==> src/rtl/core/sha1_stream_hasher_macros.svh <==
// Assertion macros shared by the SHA-1 stream hasher
`ifndef SHA1_STREAM_HASHER_MACROS_SVH
`define SHA1_STREAM_HASHER_MACROS_SVH
// implication checked every clock outside reset
`define SHA_ASSERT_IMP(label, ante, cons, msg) \
    label: assert property (@(posedge clk) disable iff (!rst_n) (ante) |-> (cons)) \
        else $error(msg);
// next-cycle implication checked every clock outside reset
`define SHA_ASSERT_NEXT(label, ante, cons, msg) \
    label: assert property (@(posedge clk) disable iff (!rst_n) (ante) |=> (cons)) \
        else $error(msg);
`endif

==> src/rtl/core/sha1_pkg.sv <==
// Package: SHA-1 constants, command and status types, round helpers
package sha1_pkg;
    localparam logic [31:0] H0_INIT = 32'h67452301;
    localparam logic [31:0] H1_INIT = 32'hEFCDAB89;
    localparam logic [31:0] H2_INIT = 32'h98BADCFE;
    localparam logic [31:0] H3_INIT = 32'h10325476;
    localparam logic [31:0] H4_INIT = 32'hC3D2E1F0;
    localparam logic [31:0] K0 = 32'h5a827999;
    localparam logic [31:0] K1 = 32'h6ed9eba1;
    localparam logic [31:0] K2 = 32'h8f1bbcdc;
    localparam logic [31:0] K3 = 32'hca62c1d6;
    localparam logic [7:0]  PAD_BYTE = 8'h80;
    localparam int unsigned ROUNDS = 80;

    // commands from controller to datapath
    typedef struct packed {
        logic       put_byte;   // write bval at pos, count if count_en
        logic       count_en;
        logic       use_pad;    // byte is the 0x80 pad marker
        logic       put_len;    // write bit length into words 14 and 15
        logic       start;      // load a..e from chain
        logic       round;      // run one round
        logic [6:0] round_idx;
        logic       finish;     // add working vars into chain, clear schedule
        logic       shift_out;  // rotate chain to present next digest word
        logic       reinit;     // back to reset state for next message
    } sha1_cmd_t;

    // status from datapath to controller
    typedef struct packed {
        logic [5:0] pos;        // byte position inside block
    } sha1_stat_t;

    function automatic logic [31:0] sha1_f(input logic [6:0] t, input logic [31:0] b,
                                           input logic [31:0] c, input logic [31:0] d);
        logic [31:0] r;
        if (t < 7'd20)      r = (b & c) | (~b & d);
        else if (t < 7'd40) r = b ^ c ^ d;
        else if (t < 7'd60) r = (b & c) | (b & d) | (c & d);
        else                r = b ^ c ^ d;
        return r;
    endfunction

    function automatic logic [31:0] sha1_k(input logic [6:0] t);
        logic [31:0] r;
        if (t < 7'd20)      r = K0;
        else if (t < 7'd40) r = K1;
        else if (t < 7'd60) r = K2;
        else                r = K3;
        return r;
    endfunction
endpackage

==> src/rtl/core/sha1_stream_hasher.sv <==
// Top level: streaming SHA-1 hasher, controller plus datapath
// A byte that fills no block is only stored; the byte that fills a block starts a compression.
// Last item: padding plus one or two 80-round compressions,
// then five digest words, one per accepted output transaction.
// Input is held off (in_ready low) while a block is compressed, padded or output.
// Reset (rst_n low, async) loads the initial hash words and clears the count.
`include "sha1_stream_hasher_macros.svh"
module sha1_stream_hasher (
    input  logic        clk,
    input  logic        rst_n,
    input  logic        in_valid,
    output logic        in_ready,
    input  logic [7:0]  data_byte,
    input  logic        no_byte,
    input  logic        last,
    output logic        out_valid,
    input  logic        out_ready,
    output logic [31:0] digest_word,
    output logic [2:0]  word_index,
    output logic        last_word
);
    import sha1_pkg::*;

    sha1_cmd_t  cmd;
    sha1_stat_t stat;

    sha1_ctrl u_ctrl (
        .clk, .rst_n, .in_valid, .in_ready, .no_byte, .last,
        .out_valid, .out_ready, .word_index, .last_word, .stat, .cmd
    );

    sha1_datapath u_dp (
        .clk, .rst_n, .cmd, .data_byte, .stat, .digest_word
    );

    `SHA_ASSERT_IMP(a_no_in_during_out, out_valid, !in_ready, "input open during output")
    `SHA_ASSERT_IMP(a_idx_range, out_valid, word_index <= 3'd4, "word index out of range")
    `SHA_ASSERT_NEXT(a_done_idle, out_valid && out_ready && last_word, in_ready && !out_valid,
        "no return to idle after digest")
endmodule

==> src/rtl/core/sha1_datapath.sv <==
// Datapath: schedule buffer, chaining words, working variables, bit counter
module sha1_datapath (
    input  logic               clk,
    input  logic               rst_n,
    input  sha1_pkg::sha1_cmd_t cmd,
    input  logic [7:0]         data_byte,
    output sha1_pkg::sha1_stat_t stat,
    output logic [31:0]        digest_word
);
    import sha1_pkg::*;

    logic [31:0] w_reg [16];
    logic [31:0] h_reg [5];
    logic [31:0] a_reg, b_reg, c_reg, d_reg, e_reg;
    logic [63:0] cnt_reg;

    logic [5:0]  pos;
    logic [3:0]  s, s2, s8, s13, widx;
    logic [4:0]  shift;
    logic [7:0]  bval;
    logic [31:0] wexp, wcur, tmp;

    assign pos  = cnt_reg[8:3];
    assign stat.pos = pos;
    assign digest_word = h_reg[0];
    assign s    = cmd.round_idx[3:0];
    assign s2   = s + 4'd2;
    assign s8   = s + 4'd8;
    assign s13  = s + 4'd13;
    assign widx = pos[5:2];
    assign shift = {~pos[1:0], 3'b000};
    assign bval = cmd.use_pad ? PAD_BYTE : data_byte;

    // on-the-fly expansion and round sum
    always_comb
    begin
        wexp = w_reg[s13] ^ w_reg[s8] ^ w_reg[s2] ^ w_reg[s];
        wcur = (cmd.round_idx >= 7'd16) ? {wexp[30:0], wexp[31]} : w_reg[s];
        tmp  = {a_reg[26:0], a_reg[31:27]} + sha1_f(cmd.round_idx, b_reg, c_reg, d_reg)
             + e_reg + sha1_k(cmd.round_idx) + wcur;
    end

    // control-carrying state: chain, schedule, counter
    always_ff @(posedge clk or negedge rst_n)
    begin
        if (!rst_n)
        begin
            h_reg[0] <= H0_INIT; h_reg[1] <= H1_INIT; h_reg[2] <= H2_INIT;
            h_reg[3] <= H3_INIT; h_reg[4] <= H4_INIT;
            for (int i = 0; i < 16; i++) w_reg[i] <= '0;
            cnt_reg <= '0;
        end
        else
        begin
            if (cmd.put_byte)
            begin
                w_reg[widx] <= (w_reg[widx] & ~(32'hFF << shift))
                             | ({24'd0, bval} << shift);
                if (cmd.count_en) cnt_reg <= cnt_reg + 64'd8;
            end
            if (cmd.put_len)
            begin
                w_reg[14] <= cnt_reg[63:32];
                w_reg[15] <= cnt_reg[31:0];
            end
            if (cmd.round) w_reg[s] <= wcur;
            if (cmd.finish)
            begin
                h_reg[0] <= h_reg[0] + a_reg; h_reg[1] <= h_reg[1] + b_reg;
                h_reg[2] <= h_reg[2] + c_reg; h_reg[3] <= h_reg[3] + d_reg;
                h_reg[4] <= h_reg[4] + e_reg;
                for (int i = 0; i < 16; i++) w_reg[i] <= '0;
            end
            // reinit wins over the final rotate
            if (cmd.reinit)
            begin
                h_reg[0] <= H0_INIT; h_reg[1] <= H1_INIT; h_reg[2] <= H2_INIT;
                h_reg[3] <= H3_INIT; h_reg[4] <= H4_INIT;
                cnt_reg <= '0;
            end
            else if (cmd.shift_out)
            begin
                for (int i = 0; i < 4; i++) h_reg[i] <= h_reg[i+1];
                h_reg[4] <= h_reg[0];
            end
        end
    end

    // working variables, no reset needed
    always_ff @(posedge clk)
    begin
        if (cmd.start)
        begin
            a_reg <= h_reg[0]; b_reg <= h_reg[1]; c_reg <= h_reg[2];
            d_reg <= h_reg[3]; e_reg <= h_reg[4];
        end
        else if (cmd.round)
        begin
            e_reg <= d_reg; d_reg <= c_reg;
            c_reg <= {b_reg[1:0], b_reg[31:2]};
            b_reg <= a_reg; a_reg <= tmp;
        end
    end
endmodule

==> src/rtl/core/sha1_ctrl.sv <==
// Controller: sequences byte intake, compression rounds, padding and output
module sha1_ctrl (
    input  logic                 clk,
    input  logic                 rst_n,
    input  logic                 in_valid,
    output logic                 in_ready,
    input  logic                 no_byte,
    input  logic                 last,
    output logic                 out_valid,
    input  logic                 out_ready,
    output logic [2:0]           word_index,
    output logic                 last_word,
    input  sha1_pkg::sha1_stat_t stat,
    output sha1_pkg::sha1_cmd_t  cmd
);
    import sha1_pkg::*;

    localparam logic [2:0] ST_IDLE  = 3'd0;
    localparam logic [2:0] ST_ROUND = 3'd1;
    localparam logic [2:0] ST_FIN   = 3'd2;
    localparam logic [2:0] ST_PAD   = 3'd3;
    localparam logic [2:0] ST_LEN   = 3'd4;
    localparam logic [2:0] ST_OUT   = 3'd5;

    // after a compression: 0 back to idle, 1 go pad, 2 go length, 3 output
    localparam logic [1:0] NX_IDLE = 2'd0;
    localparam logic [1:0] NX_PAD  = 2'd1;
    localparam logic [1:0] NX_LEN  = 2'd2;
    localparam logic [1:0] NX_OUT  = 2'd3;

    logic [2:0] state_reg, state_next;
    logic [6:0] rnd_reg, rnd_next;
    logic [1:0] nx_reg, nx_next;
    logic [2:0] idx_reg, idx_next;
    logic       acc;

    assign in_ready   = (state_reg == ST_IDLE);
    assign acc        = in_valid && in_ready;
    assign out_valid  = (state_reg == ST_OUT);
    assign word_index = idx_reg;
    assign last_word  = (idx_reg == 3'd4);

    always_comb
    begin
        state_next = state_reg;
        rnd_next   = rnd_reg;
        nx_next    = nx_reg;
        idx_next   = idx_reg;
        cmd        = '0;
        cmd.round_idx = rnd_reg;
        unique case (state_reg)
            ST_IDLE:
            begin
                if (acc)
                begin
                    if (!no_byte)
                    begin
                        cmd.put_byte = 1'b1;
                        cmd.count_en = 1'b1;
                    end
                    if (!no_byte && stat.pos == 6'd63)
                    begin
                        cmd.start  = 1'b1;
                        rnd_next   = '0;
                        nx_next    = last ? NX_PAD : NX_IDLE;
                        state_next = ST_ROUND;
                    end
                    else if (last)
                        state_next = ST_PAD;
                end
            end
            ST_ROUND:
            begin
                cmd.round = 1'b1;
                rnd_next  = rnd_reg + 7'd1;
                if (rnd_reg == 7'(ROUNDS - 1)) state_next = ST_FIN;
            end
            ST_FIN:
            begin
                cmd.finish = 1'b1;
                unique case (nx_reg)
                    NX_IDLE: state_next = ST_IDLE;
                    NX_PAD:  state_next = ST_PAD;
                    NX_LEN:  state_next = ST_LEN;
                    NX_OUT:
                    begin
                        idx_next   = '0;
                        state_next = ST_OUT;
                    end
                    default: state_next = ST_IDLE;
                endcase
            end
            ST_PAD:
            begin
                cmd.put_byte = 1'b1;
                cmd.use_pad  = 1'b1;
                if (stat.pos >= 6'd56)
                begin
                    cmd.start  = 1'b1;
                    rnd_next   = '0;
                    nx_next    = NX_LEN;
                    state_next = ST_ROUND;
                end
                else
                    state_next = ST_LEN;
            end
            ST_LEN:
            begin
                cmd.put_len = 1'b1;
                cmd.start   = 1'b1;
                nx_next     = NX_OUT;
                rnd_next    = '0;
                state_next  = ST_ROUND;
            end
            ST_OUT:
            begin
                if (out_ready)
                begin
                    cmd.shift_out = 1'b1;
                    idx_next      = idx_reg + 3'd1;
                    if (idx_reg == 3'd4)
                    begin
                        cmd.reinit = 1'b1;
                        idx_next   = '0;
                        state_next = ST_IDLE;
                    end
                end
            end
            default: state_next = ST_IDLE;
        endcase
    end

    // state, round counter and output index
    always_ff @(posedge clk or negedge rst_n)
    begin
        if (!rst_n)
        begin
            state_reg <= ST_IDLE;
            rnd_reg   <= '0;
            nx_reg    <= NX_IDLE;
            idx_reg   <= '0;
        end
        else
        begin
            state_reg <= state_next;
            rnd_reg   <= rnd_next;
            nx_reg    <= nx_next;
            idx_reg   <= idx_next;
        end
    end
endmodule
==> config.mk <==
export PLATFORM = sky130hd
export DESIGN_NAME = sha1_stream_hasher
export DESIGN_NICKNAME = d
export VERILOG_FILES = /design/src/rtl/core/sha1_pkg.sv /design/src/rtl/core/sha1_stream_hasher.sv /design/src/rtl/core/sha1_datapath.sv /design/src/rtl/core/sha1_ctrl.sv
export VERILOG_INCLUDE_DIRS = /design/src /design/src/rtl/core
export SDC_FILE = /design/constraint.sdc
export NUM_CORES = 2
export LEC_CHECK = 0
export BUFFER_PORTS_ARGS = -buffer_cell sky130_fd_sc_hd__buf_2
export CORE_MARGIN = 2
export CORE_UTILIZATION = 30
export CTS_BUF_LIST = sky130_fd_sc_hd__clkbuf_16
export CTS_CLUSTER_SIZE = 28
export DETAILED_ROUTE_END_ITERATION = 10
export GPL_TIMING_DRIVEN = 0
export SLEW_MARGIN = 15
export SYNTH_ARGS = -nofsm -noshare
export SYNTH_HDL_FRONTEND = slang
export SYNTH_SLANG_ARGS = --single-unit
==> constraint.sdc <==
create_clock -name clk -period 19.8 [get_ports clk]
set_input_delay 0 -clock clk [delete_from_list [all_inputs] [get_ports clk]]
set_output_delay 0 -clock clk [all_outputs]
set_load 0.005 [all_outputs]
### Word level (Yosys, flattened, before mapping)

Index checks and enable logic that the tools add are counted.

| operators by class | value |
|---|---|
| shift operators | 2 |
| $add $sub $neg | 15 |
| equality and inequality tests | 19 |
| reductions and logical operators | 19 |
| bitwise logic cells | 22 |
| mux-type cells | 86 |
| magnitude comparators | 12 |

Operator list:

| kind | count |
|---|---|
| $mux 512 | 3 |
| $bwmux 512 | 2 |
| $mux 32 | 28 |
| $bmux 32 s4 | 5 |
| $mux 160 | 3 |
| $add 32x32->32 | 9 |
| $demux 32 s4 | 2 |
| $mux 64 | 4 |
| $and 32x32->32 | 5 |
| $xor 32x32->32 | 5 |
| $or 32x32->32 | 4 |
| $add 64x4->64 const B | 1 |
| $not 32->32 | 2 |
| $shl 8x5->32 | 1 |
| $shl 8x5->32 const A | 1 |
| $mux 31 | 1 |
| $mux 3 | 10 |
| $pmux 7 s4 | 1 |
| $ge 5x5->1 const B | 5 |
| $not 4->5 | 5 |
| $mux 7 | 3 |
| $pmux 3 s6 | 1 |
| $lt 7x6->1 const B | 2 |
| $mux 2 | 7 |
| other kinds (37) | 65 |

| word-level totals | value |
|---|---|
| output and inout port bits | 38 |
| input port bits | 14 |
| bits in registers | 911 |

### Longest topological paths before layout

| depth | value |
|---|---|
| depth after elaboration | 12 |
| mapped depth | 36 |
| gate-level depth less buffers | 28 |

### Hierarchy

Synthesis repeated with hierarchy kept, for this count alone.

| unflattened totals | value |
|---|---|
| cells, all modules | 7861 |
| area total of the unflattened synthesis | 74076.0 µm² |

Modules (own cells, without submodules):

| module | times used | seq. area each (µm²) | cells an instance | area an instance (µm²) |
|---|---|---|---|---|
| sha1_datapath | 1 | 23247.3 | 7755 | 73108.9 |
| sha1_ctrl | 1 | 375.4 | 106 | 967.2 |

### Worst setup path after synthesis

Ideal clock, no wire load.

| path | value |
|---|---|
| kind | register to register |
| from | register u_ctrl.rnd_reg[0] |
| to | register u_dp.a_reg[30], data pin |
| clock period less this slack | 8.312 ns |
| buffers on the path | 9 |
| path slack | 11.488 ns |
| library setup time | 0.269 ns |
| required time | 19.531 ns |
| stages on the path, launching flop included | 35 |
| data arrival time | 8.043 ns |
| cell sequence | dfrtp_1 > buf_6 > buf_6 > buf_6 > buf_2 > buf_1 > inv_1 > ha_1 > clkbuf_1 > buf_2 > clkbuf_1 > mux4_2 > mux4_2 > xnor2_1 > xnor2_1 > o21ai_2 > buf_4 > inv_1 > fa_1 > fa_1 > inv_1 > fa_1 > inv_1 > ha_1 > a21o_1 > a21o_1 > a2111oi_0 > o21bai_1 > a21oi_1 > o41ai_1 > a41oi_1 > o21ai_0 > a31oi_1 > xor2_1 > o21ai_0 |

| on the way | value |
|---|---|
| cells in the longest elaborated chain, start to end | 12 |
| elaborated cells between the ends (all ways) | 39 |
| those cells by class | add/sub: 7; order compare: 4; mux: 21; bitwise: 7 |

Ends and longest elaborated chain:

| what | line | text |
|---|---|---|
| start: declaration | sha1_ctrl.sv:32 | `logic [6:0] rnd_reg, rnd_next;` |
| start signal: assignment | sha1_ctrl.sv:146 | `rnd_reg <= rnd_next;` |
| branches (longest 9 deep; another with $add 32x32->32) | n/a |  |
| $add 32x32->32 * | sha1_datapath.sv:40 | `+ e_reg + sha1_k(cmd.round_idx) + wcur;` |
| $mux 32 * | sha1_datapath.sv:97 | `else if (cmd.round)` |
| $mux 32 * | sha1_datapath.sv:92 | `if (cmd.start)` |
| end signal: assignment | sha1_datapath.sv:94 | `a_reg <= h_reg[0]; b_reg <= h_reg[1]; c_reg <= h_reg[2];` |
| end signal: assignment | sha1_datapath.sv:101 | `b_reg <= a_reg; a_reg <= tmp;` |
| end: declaration | sha1_datapath.sv:14 | `logic [31:0] a_reg, b_reg, c_reg, d_reg, e_reg;` |

Mark *: on every way between the ends. The select of a mux whose other input is x is not followed.
A chain may end at the register's enable or synchronous reset.

### Worst setup path after layout

Ends and elaborated chain as after synthesis.

==> reports/qor.txt <==
======================================================================================
Status                                                                    complete, no violations
Min-Delay Path Class                                                         in -> reg
Total number of yosys warnings                                                       0
Synth async-reset ratio                                                         82.38%
Number of cells produced by synthesis                                            8,033
Clock tree from TritonCTS                                                         done
CTS max path bufs                                                                    3
Clk Latency, worst-skew pair                                                    830 ps
Proportion of netlist area held by the largest area contributor                 22.69%
Worst Clk Skew                                                                31.02 ps
Maximum fanout along the worst path                                                 10
First-pass GRT wire length                                                    585.8 mm
Launching element type of the critical path                                  flip-flop
Count of nets after finishing                                                    8,626
Number of flip-flops in the largest register                                       512
Synthesized Nets                                                                 8,402
Setup violation total in the final timing report                                     0
Total Die Area                                                            0.2495 sq mm
Total gr overflow                                                                    0
Mean instance size in the synthesized netlist                              9.169 sq um
Total global-route track usage                                                  33.87%
Sequential area share after synthesis                                           32.07%
Post-synth design cell area                                               0.07366 sq mm
Count of unresolved DRC violations after routing                                     0
Final Hold Fails                                                                     0
Leading cell types by total area after synthesis                          sky130_fd_sc_hd__dfrtp_1 23%, sky130_fd_sc_hd__mux4_2 19%, sky130_fd_sc_hd__nor2_1 8.4%, sky130_fd_sc_hd__a21oi_1 8.1%, sky130_fd_sc_hd__edfxtp_1 6.5%
Number of placement rows                                                           181
Unrepaired setup endpoints after global routing                                     no
Minimum period implied by the final worst setup slack                        13,120 ps
Worst path required time                                                     20,330 ps
Amount of wire on met3 after detailed routing                                 57.53 mm
Total vias in the final route                                                   74,394
Routed met1 length                                                            155.1 mm
Post-cts hold buffer count                                                           9
H-tree depth                                                                         3
HPWL after detailed placement                                                 325.8 mm
Sum Neg Setup Slack                                                               0 ps
Buffers inserted by post-CTS timing repair                                           0
Fraction of final layout cells with drive strength greater than 1               15.58%
Worst Tran Pin Value                                                           1433 ps
Clock buffers created by TritonCTS                                                 116
DRT Wirelength                                                                434.9 mm
Max Freq                                                                     76.19 MHz
Final worst slack                                                              6675 ps
Area inside the core boundary                                             0.2437 sq mm
Number of flops mapped to enable cells by yosys                                    160
Critical Path AT                                                             13,660 ps
Library cell occupying the most area in the post-synthesis netlist        sky130_fd_sc_hd__dfrtp_1
I/O pin cnt                                                                         52
Routed wirelength normalized by instance count                                37.56 um
Number of antenna-violating nets in the routed design                                0
Top cell by count, worst path                                             sky130_fd_sc_hd__inv_1
Clock slew at the register clock pins of the worst setup and hold paths          70 ps
Uppermost layer routed                                                            met5
Met2 wire length                                                              183.9 mm
Chip height                                                                   499.5 um
Worst slew slack as a fraction of its limit                                     4.438%
DR vias/cell                                                                     6.425
Placement Setup Slack                                                          7104 ps
Post-CTS Resized                                                                     0
Routability cong.                                                                1.073
Worst path slowest cell                                                   sky130_fd_sc_hd__buf_1
Via count of the first global-routing pass                                      69,999
Most common cell in the synthesized netlist                               sky130_fd_sc_hd__nor2_1
Crit Path Class                                                             reg -> reg
Delay of the slowest cell on the worst path                                    1020 ps
Initial core utilization                                                        30.23%
Detailed router's first-iteration violation count                               12,238
Crit. End Element                                                            flip-flop
Yosys reg bits                                                                     908
Width of the die                                                              499.5 um
Post-synthesis cell type count                                                      88
Predominant post-synthesis flop cell                                      sky130_fd_sc_hd__dfrtp_1
Post-Route Utilization                                                          33.97%
Sink count of the clock tree                                                       908
Number of input and output port buffers inserted                                    51
Antenna violations before repair                                                    23
Root Driver                                                               sky130_fd_sc_hd__clkbuf_16
Most numerous cell types in the synthesized netlist                       1,648 x sky130_fd_sc_hd__nor2_1, 1,195 x sky130_fd_sc_hd__a21oi_1, 668 x sky130_fd_sc_hd__dfrtp_1
First-pass detailed-route iteration total                                            8
Count of maximum capacitance violations                                              0
Largest net degree at the start of global routing                                   94
Period utilisation layout                                                       66.29%
Layout area overhead                                                            12.40%
Pins Over Slew Limit                                                                 0
======================================================================================
## stage by stage
step / instances / instance area, sq um / hold WS [ps]
floorplan: 8033 / 73660 / -295.6
global placement: 11286 / 77920 / 502.6
detailed placement: 11331 / 78860 / -24.72
CTS: 11556 / 82720 / 82.56
global route: 11558 / 82740 / 206.7
finish: 11579 / 82790 / 164.7
## cell type report
type / count / area (sq um)
clock inverters: 98 / 797.0
flip-flops and latches: 908 / 23620
diodes: 22 / 55.05
repair buffers: 106 / 1135
multi-input cells: 6178 / 46170
plain buffers: 686 / 3074
clock buffers: 118 / 2953
inverters: 261 / 979.7
well taps: 3202 / 4006
fillers: 25136 / 160900
## path summary, 6_finish.rpt
check / slack [ps] / cells past startpoint / startpoint / end
max: 6680 / 34 / u_ctrl.rnd_reg[0] / u_dp.a_reg[30]
min reg2reg: 530 / 1 / u_ctrl.word_index[2] / u_ctrl.word_index[2]
max in group asynchronous: 17490 / 7 / rst_n / u_dp.h_reg[30]
min in group asynchronous: 310 / 4 / rst_n / u_dp.w_reg[305]
min: 160 / 5 / data_byte[3] / u_dp.w_reg[83]
max reg2reg: 6680 / 34 / u_ctrl.rnd_reg[0] / u_dp.a_reg[30]
## critical path, delay by kind of cell (launching register included)
kind	cells	cell delay [ps]
AO/OA/AOI/OAI	11	3000
XOR/XNOR	3	640
adder cells (fa/ha/maj)	5	2410
buffers and inverters	13	5350
flip-flops	1	450
multiplexers	2	920
## layout by cell type (no fill, tap or decap), types with 28 or more instances in the layout
cell type                      n
sky130_fd_sc_hd__nor2_1     1635
sky130_fd_sc_hd__a21oi_1    1195
sky130_fd_sc_hd__dfrtp_1     668
sky130_fd_sc_hd__nand2_1     618
sky130_fd_sc_hd__mux4_2      608
sky130_fd_sc_hd__clkbuf_1    400
sky130_fd_sc_hd__o21ai_0     311
sky130_fd_sc_hd__inv_1       286
sky130_fd_sc_hd__ha_1        231
sky130_fd_sc_hd__a211oi_1    208
sky130_fd_sc_hd__buf_2       196
sky130_fd_sc_hd__xnor2_1     180
sky130_fd_sc_hd__edfxtp_1    160
sky130_fd_sc_hd__fa_1        124
sky130_fd_sc_hd__clkbuf_16   118
sky130_fd_sc_hd__xor2_1      110
sky130_fd_sc_hd__a21o_1       97
sky130_fd_sc_hd__nand3_1      94
sky130_fd_sc_hd__nor3_1       91
sky130_fd_sc_hd__mux2i_1      83
sky130_fd_sc_hd__dfstp_2      80
sky130_fd_sc_hd__clkbuf_2     67
sky130_fd_sc_hd__buf_4        58
sky130_fd_sc_hd__nand2b_1     47
sky130_fd_sc_hd__nor2b_1      44
sky130_fd_sc_hd__a22oi_1      40
sky130_fd_sc_hd__a31oi_1      38
sky130_fd_sc_hd__or3_1        36
sky130_fd_sc_hd__clkinv_1     29
sky130_fd_sc_hd__and3_1       28
## layer usage
metal | track usage [%] | vias up
met5 | 0.2508 | -
met4 | 24.05 | 18
met2 | 50.10 | 6046
met3 | 12.03 | 1514
li1 | - | 29296
met1 | 40.84 | 37520
## kinds of logic after synthesis
kind of cell	Yosys count	share of synthesized area [%]
simple gates	2705	15.07
compound gates	2118	16.75
flops	908	32.07
fa+ha+maj	355	7.294
buf+inv	947	5.364
mux	710	20.01
xor+xnor	290	3.448
Power is not shown: default switching activity piles up to over one toggle a cycle in this logic, so the estimate is an artifact.
